--- src/rtl/tsg_pkg.sv ---
// Shared types and constants of the tile span generator.
// No dependencies; every other file imports this package.
package tsg_pkg;

  localparam int FRAG_MAX    = 32;
  localparam int MAX_TILE_W  = 64;
  localparam int MAX_TILE_H  = 16;
  localparam int MAX_RESULTS = 64;
  localparam int FRAME_LIMIT = 4096;

  localparam int IDX_W  = 24;  // tile_index
  localparam int FW_W   = 13;  // frame_width, frame_height
  localparam int TW_W   = 7;   // tile_width
  localparam int TH_W   = 5;   // tile_height
  localparam int X_W    = 12;  // span_x_first, span_row
  localparam int XE_W   = 13;  // span_x_end
  localparam int N_W    = $clog2(MAX_RESULTS);
  localparam int CNT_W  = $clog2(IDX_W);
  localparam int CIDX_W = 3;
  localparam int CDAT_W = 13;
  localparam int PROD_W = IDX_W + TW_W;

  // Configuration register indexes
  localparam logic [CIDX_W-1:0] CFG_FRAME_WIDTH  = 3'd0;
  localparam logic [CIDX_W-1:0] CFG_FRAME_HEIGHT = 3'd1;
  localparam logic [CIDX_W-1:0] CFG_TILE_WIDTH   = 3'd2;
  localparam logic [CIDX_W-1:0] CFG_TILE_HEIGHT  = 3'd3;
  localparam logic [CIDX_W-1:0] CFG_STEREO_MODE  = 3'd4;

  typedef struct packed {
    logic capture;     // register tile_index
    logic div_start;   // start the serial divider
    logic div_sel_td;  // 1: tiles down, 0: column/row split
    logic latch_td;
    logic latch_qr;
    logic mul;         // form tile origin
    logic init_span;
    logic advance;     // span transferred, step counters
  } tsg_cmd_t;

  typedef struct packed {
    logic frame_empty;
    logic div_done;
    logic beyond;
    logic span_last;
  } tsg_status_t;

endpackage

--- src/rtl/tsg_if.sv ---
// Stream interfaces of the tile span generator: tile input and span output.
// Depends on tsg_pkg.
interface tsg_in_if;
  import tsg_pkg::*;
  logic             valid;
  logic             ready;
  logic [IDX_W-1:0] tile_index;

  modport source (output valid, output tile_index, input ready);
  modport sink   (input valid, input tile_index, output ready);
endinterface

interface tsg_out_if;
  import tsg_pkg::*;
  logic            valid;
  logic            ready;
  logic [X_W-1:0]  span_x_first;
  logic [XE_W-1:0] span_x_end;
  logic [X_W-1:0]  span_row;
  logic            eye;
  logic            last;

  modport source (output valid, output span_x_first, output span_x_end,
                  output span_row, output eye, output last, input ready);
  modport sink   (input valid, input span_x_first, input span_x_end,
                  input span_row, input eye, input last, output ready);
endinterface

--- src/rtl/tsg_divider.sv ---
// Restoring serial divider, one quotient bit per cycle.
// Depends on tsg_pkg.
module tsg_divider (
  input  logic                 clk_i,
  input  logic                 rst_ni,
  input  logic                 start_i,
  input  logic [tsg_pkg::IDX_W-1:0] dividend_i,
  input  logic [tsg_pkg::FW_W-1:0]  divisor_i,
  output logic [tsg_pkg::IDX_W-1:0] quot_o,
  output logic [tsg_pkg::FW_W-1:0]  rem_o,
  output logic                 done_o
);
  import tsg_pkg::*;

  logic [IDX_W-1:0] dvd_q, dvd_d;
  logic [FW_W-1:0]  dvs_q, dvs_d;
  logic [FW_W-1:0]  rem_q, rem_d;
  logic [CNT_W-1:0] cnt_q, cnt_d;
  logic             busy_q, busy_d;
  logic             done_q, done_d;
  logic [FW_W:0]    trial, diff;
  logic             ge;

  assign trial = {rem_q, dvd_q[IDX_W-1]};
  assign ge    = trial >= {1'b0, dvs_q};
  assign diff  = trial - {1'b0, dvs_q};

  always_comb begin
    dvd_d  = dvd_q;
    dvs_d  = dvs_q;
    rem_d  = rem_q;
    cnt_d  = cnt_q;
    busy_d = busy_q;
    done_d = 1'b0;
    if (start_i) begin
      dvd_d  = dividend_i;
      dvs_d  = divisor_i;
      rem_d  = '0;
      cnt_d  = CNT_W'(IDX_W - 1);
      busy_d = 1'b1;
    end else if (busy_q) begin
      dvd_d = {dvd_q[IDX_W-2:0], ge};
      rem_d = ge ? diff[FW_W-1:0] : trial[FW_W-1:0];
      cnt_d = cnt_q - CNT_W'(1);
      if (cnt_q == '0) begin
        busy_d = 1'b0;
        done_d = 1'b1;
      end
    end
  end

  always_ff @(posedge clk_i or negedge rst_ni) begin
    if (!rst_ni) begin
      busy_q <= 1'b0;
      done_q <= 1'b0;
      cnt_q  <= '0;
    end else begin
      busy_q <= busy_d;
      done_q <= done_d;
      cnt_q  <= cnt_d;
    end
  end

  always_ff @(posedge clk_i) begin
    dvd_q <= dvd_d;
    dvs_q <= dvs_d;
    rem_q <= rem_d;
  end

  assign quot_o = dvd_q;
  assign rem_o  = rem_q;
  assign done_o = done_q;

endmodule

--- src/rtl/tsg_datapath.sv ---
// Datapath: configuration registers, tile split and origin, span counters.
// Depends on tsg_pkg and tsg_divider.
module tsg_datapath (
  input  logic                      clk_i,
  input  logic                      rst_ni,
  input  logic                      cfg_we_i,
  input  logic [tsg_pkg::CIDX_W-1:0] cfg_idx_i,
  input  logic [tsg_pkg::CDAT_W-1:0] cfg_data_i,
  input  logic [tsg_pkg::IDX_W-1:0] tile_index_i,
  input  tsg_pkg::tsg_cmd_t         cmd_i,
  output tsg_pkg::tsg_status_t      status_o,
  output logic [tsg_pkg::X_W-1:0]   span_x_first_o,
  output logic [tsg_pkg::XE_W-1:0]  span_x_end_o,
  output logic [tsg_pkg::X_W-1:0]   span_row_o,
  output logic                      eye_o,
  output logic                      last_o
);
  import tsg_pkg::*;

  logic [FW_W-1:0] fw_cfg_q, fh_cfg_q;
  logic [TW_W-1:0] tw_cfg_q;
  logic [TH_W-1:0] th_cfg_q;
  logic            stereo_q;

  logic [FW_W-1:0] fw_eff, fh_eff;
  logic [TW_W-1:0] tw_eff;
  logic [TH_W-1:0] th_eff;

  logic [IDX_W-1:0]  idx_q, col_q;
  logic [FW_W-1:0]   td_q;
  logic [X_W-1:0]    row_q;
  logic [PROD_W-1:0] x0_q;
  logic [X_W-1:0]    y0_q;
  logic [XE_W-1:0]   x1_q, y1_q;
  logic [X_W-1:0]    x_q, y_q;
  logic              eye_q;
  logic [N_W-1:0]    n_q;

  logic [FW_W:0]         td_num;
  logic [IDX_W-1:0]      div_dividend, div_quot;
  logic [FW_W-1:0]       div_divisor, div_rem;
  logic                  div_done;
  logic [PROD_W-1:0]     x0_full;
  logic [X_W+TH_W-1:0]   y0_full;
  logic [XE_W-1:0]       x1_full, y1_full, xe_full, y_next;
  logic                  x_wrap, y_wrap;

  // Configuration writes; unknown indexes are dropped
  always_ff @(posedge clk_i or negedge rst_ni) begin
    if (!rst_ni) begin
      fw_cfg_q <= FW_W'(640);
      fh_cfg_q <= FW_W'(480);
      tw_cfg_q <= TW_W'(32);
      th_cfg_q <= TH_W'(2);
      stereo_q <= 1'b0;
    end else if (cfg_we_i) begin
      case (cfg_idx_i)
        CFG_FRAME_WIDTH:  fw_cfg_q <= cfg_data_i[FW_W-1:0];
        CFG_FRAME_HEIGHT: fh_cfg_q <= cfg_data_i[FW_W-1:0];
        CFG_TILE_WIDTH:   tw_cfg_q <= cfg_data_i[TW_W-1:0];
        CFG_TILE_HEIGHT:  th_cfg_q <= cfg_data_i[TH_W-1:0];
        CFG_STEREO_MODE:  stereo_q <= cfg_data_i[0];
        default: ;
      endcase
    end
  end

  always_comb begin
    fw_eff = (fw_cfg_q > FW_W'(FRAME_LIMIT)) ? FW_W'(FRAME_LIMIT) : fw_cfg_q;
    fh_eff = (fh_cfg_q > FW_W'(FRAME_LIMIT)) ? FW_W'(FRAME_LIMIT) : fh_cfg_q;
    if (tw_cfg_q == '0)                   tw_eff = TW_W'(1);
    else if (tw_cfg_q > TW_W'(MAX_TILE_W)) tw_eff = TW_W'(MAX_TILE_W);
    else                                  tw_eff = tw_cfg_q;
    if (th_cfg_q == '0)                   th_eff = TH_W'(1);
    else if (th_cfg_q > TH_W'(MAX_TILE_H)) th_eff = TH_W'(MAX_TILE_H);
    else                                  th_eff = th_cfg_q;
  end

  // First pass: tiles down = ceil(fh / th); second pass: index / tiles down
  assign td_num       = {1'b0, fh_eff} + (FW_W+1)'(th_eff) - (FW_W+1)'(1);
  assign div_dividend = cmd_i.div_sel_td ? IDX_W'(td_num) : idx_q;
  assign div_divisor  = cmd_i.div_sel_td ? FW_W'(th_eff) : td_q;

  tsg_divider u_div (
    .clk_i      (clk_i),
    .rst_ni     (rst_ni),
    .start_i    (cmd_i.div_start),
    .dividend_i (div_dividend),
    .divisor_i  (div_divisor),
    .quot_o     (div_quot),
    .rem_o      (div_rem),
    .done_o     (div_done)
  );

  assign x0_full = PROD_W'(col_q) * PROD_W'(tw_eff);
  assign y0_full = (X_W+TH_W)'(row_q) * (X_W+TH_W)'(th_eff);

  assign x1_full = XE_W'(x0_q[X_W-1:0]) + XE_W'(tw_eff);
  assign y1_full = XE_W'(y0_q) + XE_W'(th_eff);

  assign xe_full = XE_W'(x_q) + XE_W'(FRAG_MAX);
  assign y_next  = XE_W'(y_q) + XE_W'(1);
  assign x_wrap  = xe_full >= x1_q;
  assign y_wrap  = y_next >= y1_q;

  always_ff @(posedge clk_i) begin
    if (cmd_i.capture)  idx_q <= tile_index_i;
    if (cmd_i.latch_td) td_q  <= div_quot[FW_W-1:0];
    if (cmd_i.latch_qr) begin
      col_q <= div_quot;
      row_q <= div_rem[X_W-1:0];
    end
    if (cmd_i.mul) begin
      x0_q <= x0_full;
      y0_q <= y0_full[X_W-1:0];
    end
    if (cmd_i.init_span) begin
      x1_q  <= (x1_full > fw_eff) ? fw_eff : x1_full;
      y1_q  <= (y1_full > fh_eff) ? fh_eff : y1_full;
      x_q   <= x0_q[X_W-1:0];
      y_q   <= y0_q;
      eye_q <= 1'b0;
      n_q   <= '0;
    end else if (cmd_i.advance) begin
      n_q <= n_q + N_W'(1);
      if (!x_wrap) begin
        x_q <= xe_full[X_W-1:0];
      end else begin
        x_q <= x0_q[X_W-1:0];
        if (!y_wrap) begin
          y_q <= y_next[X_W-1:0];
        end else begin
          y_q   <= y0_q;
          eye_q <= 1'b1;
        end
      end
    end
  end

  assign last_o = (n_q == N_W'(MAX_RESULTS - 1)) ||
                  (x_wrap && y_wrap && (eye_q || !stereo_q));

  assign span_x_first_o = x_q;
  assign span_x_end_o   = x_wrap ? x1_q : xe_full;
  assign span_row_o     = y_q;
  assign eye_o          = eye_q;

  assign status_o.frame_empty = (fw_eff == '0) || (fh_eff == '0);
  assign status_o.div_done    = div_done;
  assign status_o.beyond      = x0_q >= PROD_W'(fw_eff);
  assign status_o.span_last   = last_o;

endmodule

--- src/rtl/tsg_ctrl.sv ---
// Controller state machine: sequences the divisions, origin and span run.
// Depends on tsg_pkg.
module tsg_ctrl (
  input  logic                 clk_i,
  input  logic                 rst_ni,
  input  logic                 in_valid_i,
  output logic                 in_ready_o,
  output logic                 out_valid_o,
  input  logic                 out_ready_i,
  input  tsg_pkg::tsg_status_t status_i,
  output tsg_pkg::tsg_cmd_t    cmd_o
);
  import tsg_pkg::*;

  typedef enum logic [6:0] {
    ST_IDLE      = 7'b0000001,
    ST_DIV_TD    = 7'b0000010,
    ST_COL_START = 7'b0000100,
    ST_DIV_COL   = 7'b0001000,
    ST_MUL       = 7'b0010000,
    ST_CHECK     = 7'b0100000,
    ST_EMIT      = 7'b1000000
  } tsg_state_e;

  tsg_state_e state_q, state_d;

  always_comb begin
    state_d     = state_q;
    cmd_o       = '0;
    in_ready_o  = 1'b0;
    out_valid_o = 1'b0;
    case (state_q)
      ST_IDLE: begin
        in_ready_o = 1'b1;
        if (in_valid_i) begin
          cmd_o.capture = 1'b1;
          if (!status_i.frame_empty) begin
            cmd_o.div_start  = 1'b1;
            cmd_o.div_sel_td = 1'b1;
            state_d          = ST_DIV_TD;
          end
        end
      end
      ST_DIV_TD: begin
        if (status_i.div_done) begin
          cmd_o.latch_td = 1'b1;
          state_d        = ST_COL_START;
        end
      end
      ST_COL_START: begin
        cmd_o.div_start = 1'b1;
        state_d         = ST_DIV_COL;
      end
      ST_DIV_COL: begin
        if (status_i.div_done) begin
          cmd_o.latch_qr = 1'b1;
          state_d        = ST_MUL;
        end
      end
      ST_MUL: begin
        cmd_o.mul = 1'b1;
        state_d   = ST_CHECK;
      end
      ST_CHECK: begin
        if (status_i.beyond) begin
          state_d = ST_IDLE;
        end else begin
          cmd_o.init_span = 1'b1;
          state_d         = ST_EMIT;
        end
      end
      ST_EMIT: begin
        out_valid_o = 1'b1;
        if (out_ready_i) begin
          cmd_o.advance = 1'b1;
          if (status_i.span_last) state_d = ST_IDLE;
        end
      end
      default: state_d = ST_IDLE;
    endcase
  end

  always_ff @(posedge clk_i or negedge rst_ni) begin
    if (!rst_ni) begin
      state_q <= ST_IDLE;
    end else begin
      state_q <= state_d;
    end
  end

endmodule

--- src/rtl/tile_span_generator_core.sv ---
// Tile span generator top level: controller plus datapath on stream channels.
// Depends on tsg_pkg, tsg_if, tsg_ctrl, tsg_datapath.
//
// Each accepted tile_index is split column major into a tile column and row
// (tiles down = ceil(frame_height / tile_height)), clamped to the frame, and
// emitted as spans of up to 32 pixels, row by row, repeated for eye 1 in
// stereo mode; the final span carries last. One tile is in flight at a time.
// Setup runs from the input transfer to the first span: two passes of the
// 24-step serial divider (tiles down, then column/row split), plus origin
// multiply and bound check. Spans then leave at one per cycle while the
// output is ready, up to 64 per tile, and the next tile is taken the cycle
// after the last span's transfer. Tiles beyond the frame produce no spans
// after the divisions, multiply and check; a zero-size frame produces none and skips setup.
module tile_span_generator_core (
  input  logic                       clk_i,
  input  logic                       rst_ni,
  input  logic                       cfg_we_i,
  input  logic [tsg_pkg::CIDX_W-1:0] cfg_idx_i,
  input  logic [tsg_pkg::CDAT_W-1:0] cfg_data_i,
  tsg_in_if.sink                     tile_in,
  tsg_out_if.source                  span_out
);
  import tsg_pkg::*;

  tsg_cmd_t    cmd;
  tsg_status_t status;

  tsg_ctrl u_ctrl (
    .clk_i       (clk_i),
    .rst_ni      (rst_ni),
    .in_valid_i  (tile_in.valid),
    .in_ready_o  (tile_in.ready),
    .out_valid_o (span_out.valid),
    .out_ready_i (span_out.ready),
    .status_i    (status),
    .cmd_o       (cmd)
  );

  tsg_datapath u_dp (
    .clk_i          (clk_i),
    .rst_ni         (rst_ni),
    .cfg_we_i       (cfg_we_i),
    .cfg_idx_i      (cfg_idx_i),
    .cfg_data_i     (cfg_data_i),
    .tile_index_i   (tile_in.tile_index),
    .cmd_i          (cmd),
    .status_o       (status),
    .span_x_first_o (span_out.span_x_first),
    .span_x_end_o   (span_out.span_x_end),
    .span_row_o     (span_out.span_row),
    .eye_o          (span_out.eye),
    .last_o         (span_out.last)
  );

  // Spans are never empty
  assert property (@(posedge clk_i) disable iff (!rst_ni)
    span_out.valid |-> (XE_W'(span_out.span_x_first) < span_out.span_x_end))
    else $error("empty span emitted");

  // No new tile while spans are pending
  assert property (@(posedge clk_i) disable iff (!rst_ni)
    span_out.valid |-> !tile_in.ready)
    else $error("tile accepted during span run");

  // Run ends with the last transfer
  assert property (@(posedge clk_i) disable iff (!rst_ni)
    (span_out.valid && span_out.ready && span_out.last) |=> !span_out.valid)
    else $error("span emitted after last");

  // Within each eye's pass of a tile, rows never decrease
  assert property (@(posedge clk_i) disable iff (!rst_ni)
    (span_out.valid && span_out.ready && !span_out.last) |=>
      (span_out.valid && span_out.span_row >= $past(span_out.span_row)) ||
      (span_out.valid && span_out.eye && !$past(span_out.eye)))
    else $error("span row order broken");

endmodule
--- src/flat_wrapper.sv ---
// flat-port wrapper written by rule: the top's interface ports become plain ports
module tile_span_generator_core_flat import tsg_pkg::*;
  (clk_i, rst_ni, cfg_we_i, cfg_idx_i, cfg_data_i, tile_in_valid, tile_in_tile_index, tile_in_ready, span_out_valid, span_out_span_x_first, span_out_span_x_end, span_out_span_row, span_out_eye, span_out_last, span_out_ready);
  tsg_in_if tile_in_i ();
  tsg_out_if span_out_i ();
  input  logic clk_i;
  input  logic rst_ni;
  input  logic cfg_we_i;
  input  logic [tsg_pkg::CIDX_W-1:0] cfg_idx_i;
  input  logic [tsg_pkg::CDAT_W-1:0] cfg_data_i;
  input wire logic [$bits(tile_in_i.valid)-1:0] tile_in_valid;
  input wire logic [$bits(tile_in_i.tile_index)-1:0] tile_in_tile_index;
  output wire logic [$bits(tile_in_i.ready)-1:0] tile_in_ready;
  output wire logic [$bits(span_out_i.valid)-1:0] span_out_valid;
  output wire logic [$bits(span_out_i.span_x_first)-1:0] span_out_span_x_first;
  output wire logic [$bits(span_out_i.span_x_end)-1:0] span_out_span_x_end;
  output wire logic [$bits(span_out_i.span_row)-1:0] span_out_span_row;
  output wire logic [$bits(span_out_i.eye)-1:0] span_out_eye;
  output wire logic [$bits(span_out_i.last)-1:0] span_out_last;
  input wire logic [$bits(span_out_i.ready)-1:0] span_out_ready;
  assign tile_in_i.valid = tile_in_valid;
  assign tile_in_i.tile_index = tile_in_tile_index;
  assign tile_in_ready = tile_in_i.ready;
  assign span_out_valid = span_out_i.valid;
  assign span_out_span_x_first = span_out_i.span_x_first;
  assign span_out_span_x_end = span_out_i.span_x_end;
  assign span_out_span_row = span_out_i.span_row;
  assign span_out_eye = span_out_i.eye;
  assign span_out_last = span_out_i.last;
  assign span_out_i.ready = span_out_ready;
  tile_span_generator_core u_core (.clk_i(clk_i), .rst_ni(rst_ni), .cfg_we_i(cfg_we_i), .cfg_idx_i(cfg_idx_i), .cfg_data_i(cfg_data_i), .tile_in(tile_in_i), .span_out(span_out_i));
endmodule
--- config.mk ---
export PLATFORM = sky130hd
export DESIGN_NAME = tile_span_generator_core_flat
export DESIGN_NICKNAME = d
export VERILOG_FILES = /design/src/rtl/tsg_pkg.sv /design/src/rtl/tsg_if.sv /design/src/rtl/tsg_divider.sv /design/src/rtl/tsg_datapath.sv /design/src/rtl/tsg_ctrl.sv /design/src/rtl/tile_span_generator_core.sv /design/src/flat_wrapper.sv
export SDC_FILE = /design/constraint.sdc
export NUM_CORES = 1
export LEC_CHECK = 0
export ABC_AREA = 0
export BUFFER_PORTS_ARGS = -buffer_cell sky130_fd_sc_hd__buf_2
export CAP_MARGIN = 30
export CORE_MARGIN = 10
export CORE_UTILIZATION = 60
export CTS_CLUSTER_SIZE = 30
export DETAILED_ROUTE_END_ITERATION = 8
export PLACE_DENSITY = 0.78
export REMOVE_ABC_BUFFERS = 1
export SLEW_MARGIN = 10
export SYNTH_ARGS = -nofsm -noshare
export SYNTH_HDL_FRONTEND = slang
export SYNTH_SLANG_ARGS = --single-unit
export TNS_END_PERCENT = 1
--- constraint.sdc ---
create_clock -name clk_i -period 7.41 [get_ports clk_i]
set_clock_uncertainty 0.05 [all_clocks]
set_input_delay 1.482 -clock clk_i [delete_from_list [all_inputs] [get_ports clk_i]]
set_output_delay 1.482 -clock clk_i [all_outputs]
set_load 0.02 [all_outputs]
==> results of run 1 <==
registers in the layout, summed over array words and instances (netlist names), 13 cells and up:
signal                    flops
u_core.u_dp.fh_cfg_q         13
u_core.u_dp.col_q            24
u_core.u_dp.u_div.rem_o      13
u_core.u_dp.fw_cfg_q         13
u_core.u_dp.idx_q            24
u_core.u_dp.u_div.dvs_q      13
u_core.u_dp.y1_q             13
u_core.u_dp.x0_q             31
u_core.u_dp.td_q             13
u_core.u_dp.u_div.quot_o     24
u_core.u_dp.x1_q             13
cell type report:
type / count / area [um^2]
sequential: 276 / 7830
timing repair buffer: 117 / 732
clock buffer: 44 / 948
antenna: 1 / 2.50
clock inverter: 12 / 109
multi-input combinational: 1407 / 11900
tap: 455 / 569
fill: 2634 / 11400
inverter: 246 / 923
logic make-up after synthesis:
kind of cell,share of synthesized area
flops,0.377
fa+ha+maj,0.237
compound gates,0.0913
xor+xnor,0.0413
mux,0.0490
simple gates,0.149
buf+inv,0.0548
path summary, 6_finish.rpt:
| kind | cells after the start | to | slack (ps) |
|---|---|---|---|
| worst max-delay path | 19 | u_core.u_dp.x0_q[29] | 1330 |
| worst min-delay path | 0 | u_core.u_dp.col_q[18] | 400 |
| worst max register to register | 19 | u_core.u_dp.x0_q[29] | 1330 |
| worst min register to register | 0 | u_core.u_dp.col_q[18] | 400 |
| max in group asynchronous | 2 | u_core.u_dp.stereo_q | 5870 |
| min in group asynchronous | 2 | u_core.u_dp.u_div.cnt_q[0] | 950 |
critical path, stage by stage, from the launching register on:
cell and delay, ps:
dfrtp_1 550, buf_16 250, nor2b_1 120, buf_4 300, and2_1 210, fa_1 460, fa_1 530, fa_1 540
inv_1 50, fa_1 530, inv_1 50, ha_1 380, a21oi_2 210, o21ai_0 150, a311o_1 370, o221a_1 280
a41o_1 290, a211o_1 280, a21oi_2 150, xnor2_1 80
power groups by stage:
stage          clock [mW]  sequential (mW)  combinational (mW)
3_5_place_dp            0             2.30                3.88
3_3_place_gp            0             2.30                3.74
2_1_floorplan           0             2.23                2.98
4_1_cts              1.56             2.28                3.91
6_report             1.54             2.26                3.95
5_1_grt              1.63             2.29                4.45
through the flow:
step / utilization / setup slack (ps) / total power [mW] / hold slack [ps]
after floorplan: - / 1470 / 5.20 / 376
after global placement: 0.634 / 1280 / 6.04 / 386
after detailed placement: 0.635 / 1090 / 6.18 / 385
after CTS: 0.665 / 1090 / 7.74 / 399
after global routing: 0.669 / 1040 / 8.36 / 410
final: 0.669 / 1330 / 7.75 / 395
Yosys cell counts, types with 4 or more instances:
cell      number  area share
inv_1        243       0.044
nand2_1      217       0.039
edfxtp_1     203        0.29
ha_1         177        0.11
and2_1       144       0.043
fa_1         136        0.13
a21oi_1       78       0.019
mux2_2        78       0.042
xnor2_1       73       0.031
nor2_1        69       0.012
o21ai_0       59       0.014
clkbuf_1      47      0.0085
dfrtp_1       44       0.053
a21o_1        38       0.014
nor2b_1       34       0.010
nand3_1       30      0.0072
nor3_1        26      0.0063
xor2_1        25       0.011
dfxtp_1       20       0.019
nand4_1       20      0.0060
and3_1        16      0.0048
o21a_1        16      0.0058
mux2i_1       14      0.0067
nand2b_1      13      0.0039
nor4_1        13      0.0039
a31oi_1       12      0.0036
o21bai_1      10      0.0036
o31ai_1       10      0.0036
a211oi_1       9      0.0032
dfstp_2        9       0.011
o41ai_1        8      0.0034
or3_1          6      0.0018
and4_1         5      0.0021
nor3b_1        5      0.0018
buf_2          4     0.00096
o21ai_1        4     0.00096
or2_2          4      0.0012
layer usage:
layer  GRT usage  vias up
met1       0.286     7290
met2       0.365      423
met4      0.0758        0
li1            -     6966
met3      0.0469       92
met5           0        -
==> Implementation_results.wiki, run 1 <==
{| class="wikitable"
! Metric !! Value
|-
| Number of H-tree branching levels || 1
|-
| Via count of the first global-routing pass || 14900
|-
| Commonest non-fill, non-tap cell in the layout || inv_1
|-
| Setup repair after global routing missed its margin || false
|-
| Flip-flop cell with the highest count after synthesis || edfxtp_1
|-
| Fraction of power consumed by combinational cells || 0.509
|-
| Endpoints failing setup || 0
|-
| Synthesis warning total || 0
|-
| Post-synthesis cell area || between 20000 and 25000 um^2
|-
| Final Max Tran Viols || 0
|-
| FMAX || around 160 MHz
|-
| Share of the cycle needed by the critical path after routing || 0.821
|-
| HPWL reported at the end of detailed placement || 36500 um
|-
| Post-placement cell area || roughly 22000 um^2
|-
| Buffer type at the clock tree root || clkbuf_16
|-
| Crit path launch || u_core.u_dp.tw_cfg_q[6]
|-
| Time the final worst path needs with I/O delays and setup || around 6100 ps
|-
| DR vias || between 10000 and 15000
|-
| Wire length after detailed routing || about 47000 um
|-
| Final RePlAce weighted congestion || 0.931
|-
| Final layout net count || between 2000 and 2500
|-
| Count of antenna-violating nets left after detailed routing || 0
|-
| Starting density of the core || 0.605
|-
| Clock share of power || 0.198
|-
| GRT overflow || 0
|-
| Number of clock sinks || approximately 280
|-
| Insertion delay of the later-clocked pin in the worst-skew pair || 590 ps
|-
| Static Leak || between 10 and 15 nW
|-
| Capturing element type of the critical path || flip-flop
|-
| Critical Path AT || 6360 ps
|-
| Number of antenna violations at the first check in global routing || 1
|-
| Startpoint class of the critical path || flip-flop
|-
| Vias per std cell || roughly 5.8
|-
| Number of ports placed on the die boundary || 86
|-
| # Post-CTS Setup Buffers || 0
|-
| Switching power as a share of total power || 0.398
|-
| Design Area, Final || approximately 23000 um^2
|-
| Die area || around 42000 um^2
|-
| Height of the chip || 206 um
|-
| Area growth, synth to finish || 10.6%
|-
| Max Cap Violations || 0
|-
| First-pass GRT wire length || ~76000 um
|-
| Quantity of I/O buffers inserted on ports || 85
|-
| Share of final-layout standard cells stronger than drive strength 1 || 0.133
|-
| Num CTS Buffers || 30
|-
| Number of synthesized flops with an enable pin || about 200
|-
| Share of the yosys chip area belonging to registers || 0.377
|-
| Power density relative to cell area || 337 nW/um^2
|-
| Count of different cell masters after synthesis || 77
|-
| Worst Min Path Start || u_core.u_dp.u_div.quot_o[18]
|-
| Cell count after synthesis || ~2000
|-
| Flop and latch count out of synthesis || approximately 280
|-
| Sequential share of power || 0.292
|-
| Total net switching power || approximately 3 mW
|-
| Number of iterations in the first detailed-routing pass || 5
|-
| Class of the worst hold path || reg2reg
|-
| Detailed-route DRC error count || 0
|-
| Routed metal-1 wirelength || about 20000 um
|-
| Routed len/inst || approximately 18 um
|-
| Data required time at the worst endpoint || about 7700 ps
|-
| Placed insts || 2494
|-
| Highest metal layer with signal wires || met4
|-
| Detailed route wirelength on metal3 || 3250 um
|-
| Worst-Margin Slew || approximately 790 ps
|-
| Maximum number of pins on one net before global-route repair || 54
|-
| Post-CTS Hold Fix Bufs || 0
|-
| Number of design-rule violations left by the first detailed-router iteration || roughly 1100
|-
| Routed wl met2 || about 22000 um
|-
| Width of the die || between 200 and 250 um
|-
| Commonest cells after routing, fill and taps aside || 243 x inv_1, 217 x nand2_1, 203 x edfxtp_1
|-
| CTS clk-pin slew, worst paths || around 60 ps
|-
| GRT Util Overall || 0.222
|-
| Number of instances resized during post-cts repair || 0
|-
| Share of async-settable or async-resettable flops after synthesis || 0.192
|-
| Deepest clock path buffer count || 3
|-
| Setup TNS || 0 ps
|-
| Rows || 68
|-
| Maximum ir drop on the vdd rail || roughly 230 uV
|-
| Final Hold Violating Endpoints || 0
|-
| Total internal power || between 4 and 5 mW
|-
| CTS tree || done
|-
| Biggest fanout along the worst timing path || 25
|-
| Mapped Avg Cell Area || approximately 10 um^2
|-
| Slew margin rel. || 0.469
|-
| Critical path start-end classification || reg2reg
|-
| Startpoint of the worst register-to-register path || u_core.u_dp.tw_cfg_q[6]
|-
| Status || completed
|-
| Post-Layout Cell Count || about 2600
|-
| Core Region || between 30000 and 40000 um^2
|}
No activity file was read; power rests on OpenSTA's default activity.
==> run 2, diff against run 1 <==
--- a/config.mk
+++ b/config.mk
@@ -5,7 +5,7 @@
 export SDC_FILE = /design/constraint.sdc
 export NUM_CORES = 1
 export LEC_CHECK = 0
-export ABC_AREA = 0
+export ABC_AREA = 1
 export BUFFER_PORTS_ARGS = -buffer_cell sky130_fd_sc_hd__buf_2
 export CAP_MARGIN = 30
 export CORE_MARGIN = 10
==> constraint.sdc (replaced) <==
create_clock -name clk_i -period 6.12 [get_ports clk_i]
set_clock_uncertainty 0.05 [all_clocks]
set_input_delay 1.224 -clock clk_i [delete_from_list [all_inputs] [get_ports clk_i]]
set_output_delay 1.224 -clock clk_i [all_outputs]
set_load 0.02 [all_outputs]
==> run 2 against run 1 <==
Net effect: via count increased by 23%; combinational power up 23%; flip-flop and latch count stayed put; sequential power is 23% higher; global-route usage increased by 3.1 points; die area rose by 5.2%; final area rose by 4.5%; synthesized area is 5.7% higher; sequential share of layout area down 1.5 points; first-iteration DRC count up 45%; wire length is 18% higher; register-to-register slack got worse by 720 ps.
==> Implementation_results.wiki, run 2 <==
{| class="wikitable"
! Metric !! Value
|-
| Commonest non-fill, non-tap cell in the layout || nand2_1
|-
| Most instantiated cells after synthesis || 616 x nand2_1, 484 x inv_1, 269 x nor2_1
|-
| Critical Path AT || 5770 ps (-590 ps)
|-
| Wire length after detailed routing || 55100 um (+18%)
|-
| Synthesis warning total || 0 (unchanged)
|-
| Post-synthesis cell type with the largest combined area || edfxtp_1
|-
| Area share of the largest cell type after synthesis || 0.277 (-0.0159)
|-
| Main combinational cell family by area after synthesis || adder cells
|-
| Height of the chip || 211 um (+2.5%)
|-
| Share of the cycle needed by the critical path after routing || 0.900 (+0.0793)
|-
| Number of iterations in the first detailed-routing pass || 8 (+3)
|-
| Final RePlAce weighted congestion || 1.00 (+7.5%)
|-
| PnR worst setup slack || 612 ps (-717 ps)
|-
| Routed len/inst || 17.0 um (-6.8%)
|-
| Vias per std cell || 5.60 (-3.0%)
|-
| Post-synthesis cell area || 22000 um^2 (+5.7%)
|-
| Compound-gate portion of the synthesized area || 0.0766 (-0.0147)
|-
| Final Max Tran Viols || 0 (unchanged)
|-
| First-pass GRT wire length || 91300 um (+20%)
|-
| Max Cap Violations || 0 (unchanged)
|-
| Maximum ir drop on the vdd rail || 310 uV (+36%)
|-
| CTS tree || done
|-
| Setup TNS || 0 ps (unchanged)
|-
| CP dominant cell by count || nand2_1
|-
| Number of design-rule violations left by the first detailed-router iteration || 1536 (+45%)
|-
| Area growth, synth to finish || 9.26%
|-
| Number of ports placed on the die boundary || 86 (unchanged)
|-
| GRT overflow || 0 (unchanged)
|-
| FMAX || 182 MHz (+10%)
|-
| Number of clock sinks || 276 (unchanged)
|-
| Number of antenna violations at the first check in global routing || 1 (unchanged)
|-
| Critical path start-end classification || reg2reg
|-
| Startpoint class of the critical path || flip-flop
|-
| Share of final-layout standard cells stronger than drive strength 1 || 0.0646 (-0.0682)
|-
| Status || completed
|-
| Cell count after synthesis || 2663 (+34%)
|-
| Width of the die || 211 um (+2.5%)
|-
| # Post-CTS Setup Buffers || 0 (unchanged)
|-
| Mux contribution to synthesized area || 0 (-0.0490)
|-
| Data required time at the worst endpoint || 6390 ps (-1300 ps)
|-
| Final Hold Violating Endpoints || 0 (unchanged)
|-
| Class of the worst hold path || reg2reg
|-
| Flop and latch count out of synthesis || 276 (unchanged)
|-
| Max reg flops || 31 (unchanged)
|-
| Power density relative to cell area || 397 nW/um^2 (+18%)
|-
| Flip-flop cell with the highest count after synthesis || edfxtp_1
|-
| Number of synthesized flops with an enable pin || 203 (unchanged)
|-
| Endpoints failing setup || 0 (unchanged)
|-
| Slowest cell on crit path || fa_1
|-
| GRT Util Overall || 0.252 (+0.0306)
|-
| Setup repair after global routing missed its margin || false
|-
| Post-synthesis share of cell area spent on xor and xnor gates || 0.0343 (-0.00701)
|-
| Slew margin rel. || 0.407 (-0.0622)
|-
| Stage delay of the slowest cell on the critical path || 550 ps (about the same)
|-
| Commonest cells after routing, fill and taps aside || 616 x nand2_1, 484 x inv_1, 267 x nor2_1
|-
| Maximum number of pins on one net before global-route repair || 54 (unchanged)
|-
| Share of the yosys chip area belonging to registers || 0.356 (-0.0204)
|-
| Starting density of the core || 0.605 (about the same)
|-
| Critical path cell sequence || nor4_1 > nand3_1 > nand2_1 > inv_1 > nor2_2 > buf_4 > inv_2 > nor2_1 > fa_1 > fa_1 > fa_1 > inv_1 > fa_1 > inv_1 > ha_1 > nand2_1 > nand2_1 > o21bai_1 > a21oi_1 > inv_1 > nand2_1 > nand2_1 > a21oi_1 > xnor2_1
|-
| Share of async-settable or async-resettable flops after synthesis || 0.192 (unchanged)
|-
| Post-Synth Adder-Cell Area || 0.225 (-0.0128)
|-
| Worst-Margin Slew || 889 ps (+94.2 ps)
|-
| Top register by number of flip-flops || u_core.u_dp.x0_q
|-
| Fill cell instance count of the final layout || 2992 (+14%)
|-
| Number of H-tree branching levels || 1 (unchanged)
|-
| Die area || 44700 um^2 (+5.2%)
|-
| Static Leak || 12.1 nW (+17%)
|-
| Deepest clock path buffer count || 3 (unchanged)
|-
| CTS clk-pin slew, worst paths || 60 ps (about the same)
|-
| Buffers plus inverters on the worst setup path || 6 (+2)
|-
| Biggest fanout along the worst timing path || 17 (-32%)
|-
| DR vias || 18200 (+23%)
|-
| Core Region || 36300 um^2 (+5.7%)
|-
| Via count of the first global-routing pass || 18200 (+22%)
|-
| Post-synthesis share of cell area spent on and, or, nand and nor gates || 0.213 (+0.0637)
|-
| Quantity of I/O buffers inserted on ports || 85 (unchanged)
|-
| Detailed-route DRC error count || 0 (unchanged)
|-
| Most frequent cell after synthesis || nand2_1
|-
| Buffer type at the clock tree root || clkbuf_16
|-
| Number of instances resized during post-cts repair || 0 (unchanged)
|-
| Time the final worst path needs with I/O delays and setup || 5510 ps (-573 ps)
|-
| Insertion delay of the later-clocked pin in the worst-skew pair || 580 ps (about the same)
|-
| HPWL reported at the end of detailed placement || 43600 um (+20%)
|-
| Count of antenna-violating nets left after detailed routing || 0 (unchanged)
|-
| Crit path max-delay family || adder cells
|-
| Antenna cells || 0 (-1)
|-
| Post-placement setup slack || 638 ps (-455 ps)
|-
| Mapped Avg Cell Area || 8.25 um^2 (-21%)
|-
| Post-CTS Hold Fix Bufs || 0 (unchanged)
|-
| Synth area leaders || edfxtp_1 28%, fa_1 12%, nand2_1 11%
|-
| Num CTS Buffers || 30 (unchanged)
|-
| Rows || 70 (+2.9%)
|-
| Final layout net count || 3107 (+28%)
|-
| Capturing element type of the critical path || flip-flop
|-
| Count of different cell masters after synthesis || 51 (-34%)
|}
## run 2: worst reg2reg max path: stages, from the launching register on
cell and delay (ps):
dfrtp_1 390, nor4_1 270, nand3_1 120, nand2_1 140
inv_1 70, nor2_2 70, buf_4 190, inv_2 180
nor2_1 160, fa_1 460, fa_1 530, fa_1 550
inv_1 50, fa_1 530, inv_1 40, ha_1 340
nand2_1 80, nand2_1 60, o21bai_1 150, a21oi_1 310
inv_1 110, nand2_1 80, nand2_1 80, a21oi_1 180
xnor2_1 80
## run 2: cell type report
type | instances | area (um^2) | share of cell area
Multi-Input combinational cell | 1843 | 12100 | 0.503
Sequential cell | 276 | 7830 | 0.326
Inverter | 493 | 1850 | 0.0772
Clock buffer | 41 | 886 | 0.0369
Timing Repair Buffer | 105 | 616 | 0.0256
Tap cell | 468 | 586 | 0.0244
Clock inverter | 15 | 160 | 0.00667
## run 2: cell families (layout without fill, tap and decap cells)
kind of cell	Yosys count	after routing
compound gates	315	315
xor+xnor	86	86
fa+ha+maj	313	313
buf+inv	544	654
flops	276	276
simple gates	1129	1129
## run 2: path summary, 6_finish.rpt
check	slack (ps)	end	from	cells after the start
max	610	u_core.u_dp.x0_q[21]	u_core.u_dp.tw_cfg_q[0]	24
min	410	u_core.u_dp.col_q[22]	u_core.u_dp.u_div.quot_o[22]	0
max reg2reg	610	u_core.u_dp.x0_q[21]	u_core.u_dp.tw_cfg_q[0]	24
min reg2reg	410	u_core.u_dp.col_q[22]	u_core.u_dp.u_div.quot_o[22]	0
max in group asynchronous	4820	u_core.u_dp.u_div.cnt_q[1]	rst_ni	2
min in group asynchronous	720	u_core.u_dp.fh_cfg_q[10]	rst_ni	2
## run 2: power breakdown
part           total [mW]  switching [mW]  leakage [nW]  internal (mW)
Sequential           2.78           0.236          2.70           2.54
Clock                1.90           0.762         0.505           1.14
Combinational        4.85            3.17          8.85           1.68
Total                9.53            4.17          12.1           5.36
## run 2: per-stage QoR
step | util | hold WS [ps] | instances | power [mW] | area (um^2)
final | 0.661 | 410 | 3241 | 9.53 | 24000
after global routing | 0.661 | 411 | 3241 | 10.4 | 24000
after CTS | 0.660 | 407 | 3239 | 9.52 | 24000
after detailed placement | 0.631 | 390 | 3183 | 7.59 | 22900
after global placement | 0.630 | 390 | 3181 | 7.46 | 22900
after floorplan | - | 376 | 2612 | 6.25 | 21700
## run 2: layer usage
layer  wire [um]  GRT usage  vias to the layer above  share of wire
met2       25700      0.417                      678           0.47
met1       23400      0.330                     8632           0.43
met3        3950     0.0417                      134          0.072
li1            -          -                     8714              -
met5          13          0                        -        0.00024
met4        1950     0.0890                        2          0.035
